### src/tte_pkg.sv
package tte_pkg;

  // Final-result status codes
  typedef enum logic [2:0] {
    ST_OK           = 3'd0,
    ST_NOT_INT      = 3'd1,
    ST_RANGE        = 3'd2,
    ST_NEG_UNSIGNED = 3'd3,
    ST_BAD_HEX      = 3'd4,
    ST_ODD_HEX      = 3'd5
  } status_e;

  // Integer parse phase, one-hot
  typedef enum logic [3:0] {
    PH_START  = 4'b0001,
    PH_SIGN   = 4'b0010,
    PH_ZERO   = 4'b0100,
    PH_DIGITS = 4'b1000
  } phase_e;

  // Type code for hex byte strings; codes below eight are integers
  localparam logic [3:0] TYPE_BYTES = 4'd9;

  // Characters of interest
  localparam logic [7:0] CH_ZERO  = 8'h30;
  localparam logic [7:0] CH_NINE  = 8'h39;
  localparam logic [7:0] CH_MINUS = 8'h2D;
  localparam logic [7:0] CH_PLUS  = 8'h2B;
  localparam logic [7:0] CH_LOW_X = 8'h78;
  localparam logic [7:0] CH_UP_X  = 8'h58;
  localparam logic [7:0] CH_LOW_A = 8'h61;
  localparam logic [7:0] CH_LOW_F = 8'h66;
  localparam logic [7:0] CH_UP_A  = 8'h41;
  localparam logic [7:0] CH_UP_F  = 8'h46;
  localparam logic [7:0] CH_SPACE = 8'h20;
  localparam logic [7:0] CH_COLON = 8'h3A;
  localparam logic [7:0] CH_COMMA = 8'h2C;

  // Per-value parse state
  typedef struct packed {
    logic [63:0] mag;
    logic        neg;
    phase_e      phase;
    logic        hex;
    logic        digit_seen;
    status_e     err;
    logic [3:0]  nib;
    logic        nib_pend;
  } parse_state_t;

  localparam parse_state_t STATE_CLEAR = '{
    mag:        64'd0,
    neg:        1'b0,
    phase:      PH_START,
    hex:        1'b0,
    digit_seen: 1'b0,
    err:        ST_OK,
    nib:        4'd0,
    nib_pend:   1'b0
  };

  // What one character step produces
  typedef struct packed {
    logic       gen;      // a result is produced now
    logic [7:0] data;
    logic       dvalid;
    logic       last;
    status_e    status;
    logic       int_end;  // integer value closed, encode next cycle
  } step_res_t;

endpackage

### src/tte_char_step.sv
module tte_char_step (
  input  tte_pkg::parse_state_t state_i,
  input  logic [3:0]            type_i,
  input  logic [7:0]            char_i,
  input  logic                  char_valid_i,
  input  logic                  last_i,
  output tte_pkg::parse_state_t state_o,
  output tte_pkg::step_res_t    res_o
);
  import tte_pkg::*;

  // Digit value with a valid flag in the top bit
  function automatic logic [4:0] digit_of(input logic [7:0] c, input logic hex);
    logic [4:0] r;
    r = 5'd0;
    if (c >= CH_ZERO && c <= CH_NINE) begin
      r = {1'b1, 4'(c - CH_ZERO)};
    end else if (hex && c >= CH_LOW_A && c <= CH_LOW_F) begin
      r = {1'b1, 4'(c - CH_LOW_A + 8'd10)};
    end else if (hex && c >= CH_UP_A && c <= CH_UP_F) begin
      r = {1'b1, 4'(c - CH_UP_A + 8'd10)};
    end
    return r;
  endfunction

  logic [4:0]  int_dig;
  logic [4:0]  hex_dig;
  logic [67:0] mac;
  logic        skip_sep;

  // Multiply-accumulate by ten or sixteen; carry beyond bit 63 is overflow
  assign int_dig = digit_of(char_i, state_i.hex);
  assign hex_dig = digit_of(char_i, 1'b1);
  always_comb begin
    if (state_i.hex) begin
      mac = {state_i.mag, 4'd0} + {64'd0, int_dig[3:0]};
    end else begin
      mac = {1'b0, state_i.mag, 3'd0} + {3'd0, state_i.mag, 1'b0}
          + {64'd0, int_dig[3:0]};
    end
  end

  assign skip_sep = (char_i == CH_SPACE) || (char_i == CH_COLON) || (char_i == CH_COMMA);

  always_comb begin
    state_o = state_i;
    res_o   = '{gen: 1'b0, data: 8'd0, dvalid: 1'b0, last: 1'b0,
                status: ST_OK, int_end: 1'b0};

    if (type_i[3] == 1'b0) begin
      // Integer text
      if (char_valid_i && state_i.err == ST_OK) begin
        if (state_i.phase == PH_START && (char_i == CH_MINUS || char_i == CH_PLUS)) begin
          state_o.neg   = (char_i == CH_MINUS);
          state_o.phase = PH_SIGN;
        end else if ((state_i.phase == PH_START || state_i.phase == PH_SIGN)
                     && char_i == CH_ZERO) begin
          state_o.phase      = PH_ZERO;
          state_o.mag        = 64'd0;
          state_o.digit_seen = 1'b1;
        end else if (state_i.phase == PH_ZERO && (char_i == CH_LOW_X || char_i == CH_UP_X)) begin
          state_o.hex        = 1'b1;
          state_o.digit_seen = 1'b0;
          state_o.mag        = 64'd0;
          state_o.phase      = PH_DIGITS;
        end else begin
          state_o.phase = PH_DIGITS;
          if (!int_dig[4] || mac[67:64] != 4'd0) begin
            state_o.err = ST_NOT_INT;
          end else begin
            state_o.mag        = mac[63:0];
            state_o.digit_seen = 1'b1;
          end
        end
      end
      res_o.int_end = last_i;
    end else if (type_i == TYPE_BYTES) begin
      // Hex byte string
      if (char_valid_i && state_i.err == ST_OK && !skip_sep) begin
        if (!hex_dig[4]) begin
          state_o.err = ST_BAD_HEX;
        end else if (state_i.nib_pend) begin
          res_o.gen      = 1'b1;
          res_o.data     = {state_i.nib, hex_dig[3:0]};
          res_o.dvalid   = 1'b1;
          res_o.last     = last_i;
          state_o.nib      = 4'd0;
          state_o.nib_pend = 1'b0;
        end else begin
          state_o.nib      = hex_dig[3:0];
          state_o.nib_pend = 1'b1;
        end
      end
      if (last_i) begin
        if (!res_o.gen) begin
          res_o.gen    = 1'b1;
          res_o.last   = 1'b1;
          res_o.status = (state_o.err == ST_OK && state_o.nib_pend) ? ST_ODD_HEX
                                                                    : state_o.err;
        end
        state_o = STATE_CLEAR;
      end
    end else begin
      // String and unused codes pass through
      if (char_valid_i) begin
        res_o.gen    = 1'b1;
        res_o.data   = char_i;
        res_o.dvalid = 1'b1;
        res_o.last   = last_i;
      end else if (last_i) begin
        res_o.gen  = 1'b1;
        res_o.last = 1'b1;
      end
      if (last_i) begin
        state_o = STATE_CLEAR;
      end
    end
  end

endmodule

### src/typed_text_value_encoder.sv
// A character's result passes through the input register and then the output register.
// An integer's closing item passes through the input register, end_pend_q and the burst registers to
// the output register, then one byte a cycle while the output accepts. Throughput: one character per
// cycle unless the output stalls; an integer close holds the input through the encode step and burst.
// Reset: rst_ni is asynchronous, active low, and clears parse state and all valid flags.
module typed_text_value_encoder (
  input  logic       clk_i,
  input  logic       rst_ni,
  input  logic       s_axis_tvalid,
  output logic       s_axis_tready,
  input  logic [7:0] s_axis_tdata,   // [7:0] char_code
  input  logic [4:0] s_axis_tuser,   // [3:0] value_type, [4] char_valid
  input  logic       s_axis_tlast,   // last_char
  output logic       m_axis_tvalid,
  input  logic       m_axis_tready,
  output logic [7:0] m_axis_tdata,   // [7:0] data_byte
  output logic [3:0] m_axis_tuser,   // [0] data_valid, [3:1] status
  output logic       m_axis_tlast    // end_of_value
);
  import tte_pkg::*;

  // Input register
  logic       in_valid_q;
  logic [3:0] in_type_q;
  logic [7:0] in_char_q;
  logic       in_cv_q;
  logic       in_last_q;

  // Parse state and closing burst
  parse_state_t state_q, state_d, step_state;
  step_res_t    step_res;
  logic         end_pend_q;
  logic [3:0]   end_type_q;
  logic [63:0]  burst_data_q;
  logic [3:0]   burst_left_q;
  status_e      burst_err_q;

  // Output register
  logic         out_valid_q;
  logic [7:0]   out_data_q;
  logic         out_dv_q;
  logic         out_last_q;
  status_e      out_status_q;

  logic         out_free;
  logic         busy;
  logic         consume;
  logic         s_fire;
  logic         burst_emit;

  tte_char_step u_step (
    .state_i      (state_q),
    .type_i       (in_type_q),
    .char_i       (in_char_q),
    .char_valid_i (in_cv_q),
    .last_i       (in_last_q),
    .state_o      (step_state),
    .res_o        (step_res)
  );

  assign out_free   = !out_valid_q || m_axis_tready;
  assign busy       = end_pend_q || (burst_left_q != 4'd0);
  assign consume    = in_valid_q && !busy && (!step_res.gen || out_free);
  assign s_axis_tready = !in_valid_q || consume;
  assign s_fire     = s_axis_tvalid && s_axis_tready;
  assign burst_emit = (burst_left_q != 4'd0) && out_free;

  // Range check and two's complement at the close of an integer
  logic [63:0] max_pos, max_uns, max_neg, enc_val;
  status_e     enc_err;
  logic [3:0]  enc_count;
  always_comb begin
    case (end_type_q[2:1])
      2'd0: begin
        max_pos = 64'h0000_0000_0000_007F;
        max_uns = 64'h0000_0000_0000_00FF;
      end
      2'd1: begin
        max_pos = 64'h0000_0000_0000_7FFF;
        max_uns = 64'h0000_0000_0000_FFFF;
      end
      2'd2: begin
        max_pos = 64'h0000_0000_7FFF_FFFF;
        max_uns = 64'h0000_0000_FFFF_FFFF;
      end
      default: begin
        max_pos = 64'h7FFF_FFFF_FFFF_FFFF;
        max_uns = 64'hFFFF_FFFF_FFFF_FFFF;
      end
    endcase
    max_neg   = max_pos + 64'd1;
    enc_val   = state_q.mag;
    enc_err   = state_q.err;
    enc_count = 4'd1 << end_type_q[2:1];
    if (enc_err == ST_OK && !state_q.digit_seen) begin
      enc_err = ST_NOT_INT;
    end
    if (enc_err == ST_OK) begin
      if (end_type_q[0]) begin
        if ((state_q.neg && state_q.mag > max_neg) || (!state_q.neg && state_q.mag > max_pos)) begin
          enc_err = ST_RANGE;
        end else if (state_q.neg) begin
          enc_val = ~state_q.mag + 64'd1;
        end
      end else if (state_q.neg) begin
        enc_err = ST_NEG_UNSIGNED;
      end else if (state_q.mag > max_uns) begin
        enc_err = ST_RANGE;
      end
    end
    if (enc_err != ST_OK) begin
      enc_count = 4'd1;
    end
  end

  // Next parse state: step on transfer, clear once the integer is encoded
  always_comb begin
    state_d = state_q;
    if (end_pend_q) begin
      state_d = STATE_CLEAR;
    end else if (consume) begin
      state_d = step_state;
    end
  end

  // Control registers
  always_ff @(posedge clk_i or negedge rst_ni) begin
    if (!rst_ni) begin
      in_valid_q   <= 1'b0;
      state_q      <= STATE_CLEAR;
      end_pend_q   <= 1'b0;
      burst_left_q <= 4'd0;
      out_valid_q  <= 1'b0;
    end else begin
      state_q <= state_d;
      if (s_fire) begin
        in_valid_q <= 1'b1;
      end else if (consume) begin
        in_valid_q <= 1'b0;
      end
      end_pend_q <= consume && step_res.int_end;
      if (end_pend_q) begin
        burst_left_q <= enc_count;
      end else if (burst_emit) begin
        burst_left_q <= burst_left_q - 4'd1;
      end
      if (burst_emit || (consume && step_res.gen)) begin
        out_valid_q <= 1'b1;
      end else if (m_axis_tready) begin
        out_valid_q <= 1'b0;
      end
    end
  end

  // Payload registers
  always_ff @(posedge clk_i) begin
    if (s_fire) begin
      in_type_q <= s_axis_tuser[3:0];
      in_char_q <= s_axis_tdata;
      in_cv_q   <= s_axis_tuser[4];
      in_last_q <= s_axis_tlast;
    end
    if (consume && step_res.int_end) begin
      end_type_q <= in_type_q;
    end
    if (end_pend_q) begin
      burst_data_q <= enc_val;
      burst_err_q  <= enc_err;
    end else if (burst_emit) begin
      burst_data_q <= {8'd0, burst_data_q[63:8]};
    end
    if (burst_emit) begin
      if (burst_err_q != ST_OK) begin
        out_data_q   <= 8'd0;
        out_dv_q     <= 1'b0;
        out_last_q   <= 1'b1;
        out_status_q <= burst_err_q;
      end else begin
        out_data_q   <= burst_data_q[7:0];
        out_dv_q     <= 1'b1;
        out_last_q   <= (burst_left_q == 4'd1);
        out_status_q <= ST_OK;
      end
    end else if (consume && step_res.gen) begin
      out_data_q   <= step_res.data;
      out_dv_q     <= step_res.dvalid;
      out_last_q   <= step_res.last;
      out_status_q <= step_res.status;
    end
  end

  assign m_axis_tvalid = out_valid_q;
  assign m_axis_tdata  = out_data_q;
  assign m_axis_tuser  = {out_status_q, out_dv_q};
  assign m_axis_tlast  = out_last_q;

  // An integer close always loads a burst of at least one result
  a_burst_loaded: assert property (@(posedge clk_i) disable iff (!rst_ni)
    end_pend_q |=> (burst_left_q != 4'd0))
    else $error("integer close did not load a burst");

  // An error burst carries a single result
  a_err_single: assert property (@(posedge clk_i) disable iff (!rst_ni)
    ((burst_left_q != 4'd0) && (burst_err_q != ST_OK)) |-> (burst_left_q == 4'd1))
    else $error("error burst longer than one result");

  // Non-final results carry no status
  a_status_final: assert property (@(posedge clk_i) disable iff (!rst_ni)
    (m_axis_tvalid && !m_axis_tlast) |-> (m_axis_tuser[3:1] == ST_OK))
    else $error("status on a non-final result");

  // No new item is taken from the input register during a close
  a_hold_busy: assert property (@(posedge clk_i) disable iff (!rst_ni)
    busy |-> !consume)
    else $error("item processed during integer close");

endmodule

### config.mk
export PLATFORM = sky130hd
export DESIGN_NAME = typed_text_value_encoder
export DESIGN_NICKNAME = d
export VERILOG_FILES = /design/src/tte_pkg.sv /design/src/tte_char_step.sv /design/src/typed_text_value_encoder.sv
export SDC_FILE = /design/constraint.sdc
export NUM_CORES = 1
export LEC_CHECK = 0
export BUFFER_PORTS_ARGS = -buffer_cell sky130_fd_sc_hd__buf_4
export CAP_MARGIN = 0
export CELL_PAD_IN_SITES_DETAIL_PLACEMENT = 2
export CELL_PAD_IN_SITES_GLOBAL_PLACEMENT = 2
export CORE_MARGIN = 2
export CORE_UTILIZATION = 25
export CTS_CLUSTER_SIZE = 12
export DETAILED_ROUTE_END_ITERATION = 8
export PLACE_DENSITY_LB_ADDON = 0.1
export REMOVE_ABC_BUFFERS = 1
export SLEW_MARGIN = 20
export SYNTH_ARGS = -nofsm -noshare
export SYNTH_HDL_FRONTEND = slang
export SYNTH_HIERARCHICAL = 1
export SYNTH_SLANG_ARGS = --single-unit
### constraint.sdc
create_clock -name clk_i -period 7.05 [get_ports clk_i]
set_clock_uncertainty 0.1 [all_clocks]
set_input_delay 0.3525 -clock clk_i [delete_from_list [all_inputs] [get_ports clk_i]]
set_output_delay 0.3525 -clock clk_i [all_outputs]
set_load 0.005 [all_outputs]
== After elaboration in Yosys (flattened, before gate mapping) ==
Cells that the tools add are included.
W data, S select, Z words.

* Flip-flop bits (word level): 183
* Bits in latches: 0
* Memory bits (writable): 0
* Bits in read-only memories: 0
* Bits of input ports: 18
* Logic and storage cells: 223
* Memories: 0

* Add/sub/neg operators: 11
* $mul: 0
* Div/mod/pow operators: 0
* Magnitude comparators: 9
* Equal/unequal tests: 21
* Shift operators: 1
* Mux-type cells: 87
* Bitwise operators: 1
* Reductions and logical operators: 70

{| class="wikitable"
|+ Operators with widths
! cell !! number
|-
| $mux W64 || 10
|-
| $mux W79 || 5
|-
| $gt A64 B64 Y1 || 3
|-
| $pmux W64 S3 || 1
|-
| $pmux W63 S3 || 1
|-
| $mux W74 || 2
|-
| $add A68 B4 Y68 || 2
|-
| $add A64 B1 Y64 const B || 2
|-
| $add A67 B65 Y68 || 1
|-
| $mux W68 || 1
|-
| $mux W11 || 6
|-
| $not A64 Y64 || 1
|-
| $mux W5 || 10
|-
| $eq A8 B6 Y1 const B || 6
|-
| $mux W8 || 6
|-
| $mux W3 || 15
|-
| $mux W4 || 7
|-
| $reduce_bool A3 Y1 || 9
|-
| $logic_and A1 B1 Y1 || 22
|-
| $mux W1 || 21
|-
| $eq A8 B7 Y1 const B || 2
|-
| $ge A8 B7 Y1 const B || 2
|-
| $le A8 B7 Y1 const B || 2
|-
| $sub A4 B1 Y4 const B || 4
|-
| other kinds (27) || 59
|}

== Logic depth before layout (Yosys ltp) ==
* Depth in word-level cells: 23
* Depth in mapped cells: 28

== Cells and area by module ==
Netlist, hierarchy kept.

{| class="wikitable"
|+ By module, submodules not included
! module !! times used !! cells each !! area an instance (µm²) !! sequential area each (µm²)
|-
| typed_text_value_encoder || 1 || 1041 || 9968.3 || 5066.1
|-
| tte_char_step || 1 || 992 || 6800.3 || 0.0
|}

== Worst setup path after synthesis ==
No wires, ideal clock.

* Kind: flip-flop to flip-flop
* From: reg in_char_q[0]
* To: reg state_q[24] (netlist name)
* Arrival time: 5618 ps
* Required time: 6872 ps
* Path slack: 1254 ps
* Stages on the path, launching flop included: 28
* Buffers on the path: 1
* Clock period less this slack: 5796 ps
* Cells stage by stage: edfxtp_1 inv_1 ha_1 nand2b_1 a21boi_0 a41oi_1 a21oi_1 nor2b_1 xnor2_1 nor2_1 fa_1 inv_1 fa_1 nor2b_1 o31a_1 o211a_1 a211o_1 and4bb_1 o311ai_1 a31o_2 a31oi_2 xnor2_1 o31a_1 nor3_4 buf_2 a22o_1 nand2_1 a21oi_1

{| class="wikitable"
|+ RTL lines
! item !! RTL line !! source
|-
| start, declared || typed_text_value_encoder.sv:25 || <nowiki>logic [7:0] in_char_q;</nowiki>
|-
| start signal, assigned || typed_text_value_encoder.sv:159 || <nowiki>in_char_q <= s_axis_tdata;</nowiki>
|-
| end signal, assigned || typed_text_value_encoder.sv:135 || <nowiki>state_q <= state_d;</nowiki>
|-
| end, declared || typed_text_value_encoder.sv:30 || <nowiki>parse_state_t state_q, state_d, step_state;</nowiki>
|}

==> results.tsv <==
metric	value	unit
cpMaxStageDelayCell	edfxtp_1	
slowest_delay	0.48	ns
syn_inst	2033	
synthesis.area	16800	µm²
first_pass_iters	5	
hold_class	in2reg	
syn_area_per_cell	8.25	µm²
antenna_found_initial	2	
finalPower	0.00622	W
clock_path_buffers	2	
core	66100	µm²
die_h	263	µm
tightest_slew	1.04	ns
synth_cell_type_count	90	
cpMostUsedCell	ha_1	
grt_pass1_wl	103000	µm
h-tree-depth	4	
maxSlewViolCount	0	
drive_gt1_share	8.00	%
io_pins	33	
drt-initial-drc-count	688	
yosysSeqAreaShare	30.2	%
clock-sinks	183	
globalplace.congestion	0.795	
hpwl	48800	µm
remaining_drc_errors	0	
syn_to_final_growth	12.6	%
clkSlewWorstSetupHoldPaths	0.07	ns
fin_ws	0.323	ns
cts_made_buffers	17	
finalSetupViolCount	0	
power.density	329	nW/µm²
row_count	94	
max_freq	149	MHz
async_flop_share	47.0	%
drt-vias-per-instance	5.32	
die_w	263	µm
leakage	7.64	nW
cts-root-buf	clkbuf_16	
outcome	finished clean	
critPathCaptureType	flip-flop	
crit_required	7.36	ns
cts_tree	done	
track_usage	19.1	%
peakVddDrop	0.000173	V
critPathMaxFanout	26	
fill_cells	7590	
initial_core_util	25.4	%
setup-tns-final	0	ns
fin_util	28.6	%
synth-edff-count	97	
hold_viol	0	
timing.final.crit_period	6.73	ns
arrival	7.04	ns
overflow	0	
drt_wl_total	66300	µm
final_nets	2231	
insertion_delay	0.50	ns
timing.final.crit_share	95.4	%
wl_per_cell	22.8	µm
ant_nets	0	
maxSlewHeadroom	30.7	%
vias	15500	
synth_ff_type	edfxtp_1	
yosysWarnings	6	
ys_seq_elements	183	
dp_slack	0.128	ns
grt_max_degree	91	
grt_pass1_vias	16800	
die-area	69200	µm²
fin_hold_ws	0.275	ns
port_buffers	32	
worstSetupStartpointType	flip-flop	
path_class	reg2reg	
n_antenna_cell	0	
cap_viol_max_count	0	
[cell usage after synthesis (all sizes together), types with 5 or more instances]
master	number	area [µm²]
nand2	289	1080
nand3b	5	37.5
o31a	6	52.6
a21boi	8	60.1
a31oi	24	156
and3	11	68.8
edfxtp	97	2910
inv	43	161
a211o	6	52.6
a211oi	8	60.1
o21a	15	113
o21bai	12	90.1
dfrtp	85	2130
a22o	63	562
nor2b	22	138
nand3	26	135
or2	7	43.8
nand2b	53	332
o31ai	18	140
or3	17	106
xnor2	80	701
and2	23	144
nor3	46	241
nand4	34	213
or4	9	71.3
o211ai	13	97.6
clkbuf	92	345
o2bb2ai	11	96.3
ha	175	2190
o22ai	8	50.1
mux2i	12	120
xor2	46	403
o41ai	6	52.6
a21o	23	173
nor4	19	168
buf	22	156
o21ai	157	801
a22oi	8	60.1
a21oi	233	1170
nor2	149	559
[placed cells by master (no fill, tap or decap), types with 7 or more instances in the layout]
cell type	count
a211oi_1	7
a21boi_0	8
a21o_1	23
a21oi_1	231
a22o_1	54
a22o_2	9
a22oi_1	8
a31oi_1	23
and2_1	23
and3_1	11
buf_4	76
clkbuf_16	19
dfrtp_1	83
dlygate4sd3_1	16
edfxtp_1	97
ha_1	175
inv_1	42
mux2i_1	12
nand2_1	289
nand2b_1	53
nand3_1	25
nand4_1	34
nor2_1	147
nor2b_1	22
nor3_1	45
nor4_1	14
o211ai_1	13
o21a_1	15
o21ai_0	155
o21bai_1	12
o22ai_1	8
o2bb2ai_1	11
o31ai_1	17
or2_2	7
or3_1	17
or4_1	8
xnor2_1	78
xor2_1	46
[through the flow]
step | instances | instance area, µm²
3_5_place_dp | 2860 | 18000
5_1_grt | 2913 | 18900
2_1_floorplan | 1920 | 16300
6_report | 2913 | 18900
3_3_place_gp | 2860 | 18000
4_1_cts | 2908 | 18700
[flip-flops by register name, indices dropped and copies added, names as in the netlist]
name           count
end_type_q         3
in_valid_q         1
burst_err_q        3
burst_left_q       4
out_status_q       3
out_dv_q           1
end_pend_q         1
in_last_q          1
in_type_q          4
state_q           79
in_cv_q            1
m_axis_tlast       1
burst_data_q      64
in_char_q          8
m_axis_tdata       8
m_axis_tvalid      1
[area by class of cell]
| cell class | count | area, µm² | area share [%] |
|---|---|---|---|
| clock inverter | 14 | 199 | 1.05 |
| clock buffer | 18 | 429 | 2.27 |
| timing repair buffer | 97 | 841 | 4.45 |
| sequential | 183 | 5070 | 26.9 |
| tap | 864 | 1080 | 5.72 |
| multi-input combinational | 1694 | 11100 | 58.8 |
| inverter | 43 | 161 | 0.854 |
[worst paths after layout]
check,from,endpoint,slack (ns),depth (start not counted)
worst min register to register,in_type_q[2],end_type_q[2],0.36,0
max in group asynchronous,rst_ni,state_q[9],5.37,3
min in group asynchronous,rst_ni,state_q[23],0.32,2
worst min-delay path,m_axis_tready,m_axis_tvalid,0.28,3
worst max-delay path,in_char_q[0],state_q[22],0.32,27
worst max register to register,in_char_q[0],state_q[22],0.32,27
[logic make-up after synthesis]
| family | after synthesis | synth area share, % |
|---|---|---|
| mux | 14 | 0.851 |
| fa+ha+maj | 177 | 13.3 |
| simple gates | 726 | 20.8 |
| other cells | 1 | 0.0224 |
| flops | 183 | 30.2 |
| xor+xnor | 126 | 6.58 |
| buf+inv | 157 | 3.95 |
| compound gates | 649 | 24.3 |
[what timing repair did]
| item | 4_1_cts | 5_1_grt |
|---|---|---|
| setup endpoints to repair | 0 | 65 |
| gates resized for setup | 0 | 11 |
| hold buffers | 16 | 0 |
| endpoints found under the hold margin | 61 | 0 |
| setup buffers | 0 | 3 |
[critical path: cells and delay by family, from the launching register on]
| family | cells | cell delay, ns |
|---|---|---|
| compound gates | 14 | 3.15 |
| xor+xnor | 2 | 0.42 |
| fa+ha+maj | 3 | 0.96 |
| buf+inv | 3 | 0.55 |
| flops | 1 | 0.48 |
| simple gates | 5 | 0.90 |
[power by group]
group / switching (W) / internal (W)
clock network: 0.000484 / 0.000595
registers: 0.000437 / 0.00161
logic: 0.00201 / 0.00108
[routing by layer]
| metal | vias to the layer above | share of wire (%) | track usage, % |
|---|---|---|---|
| met5 | - | 0 | 0 |
| met2 | 114 | 48 | 32.2 |
| li1 | 7449 | - | - |
| met3 | 45 | 1.7 | 2.42 |
| met4 | 0 | 1.4 | 4.02 |
| met1 | 7883 | 49 | 26.0 |
Power figures use the tool's default switching activity.
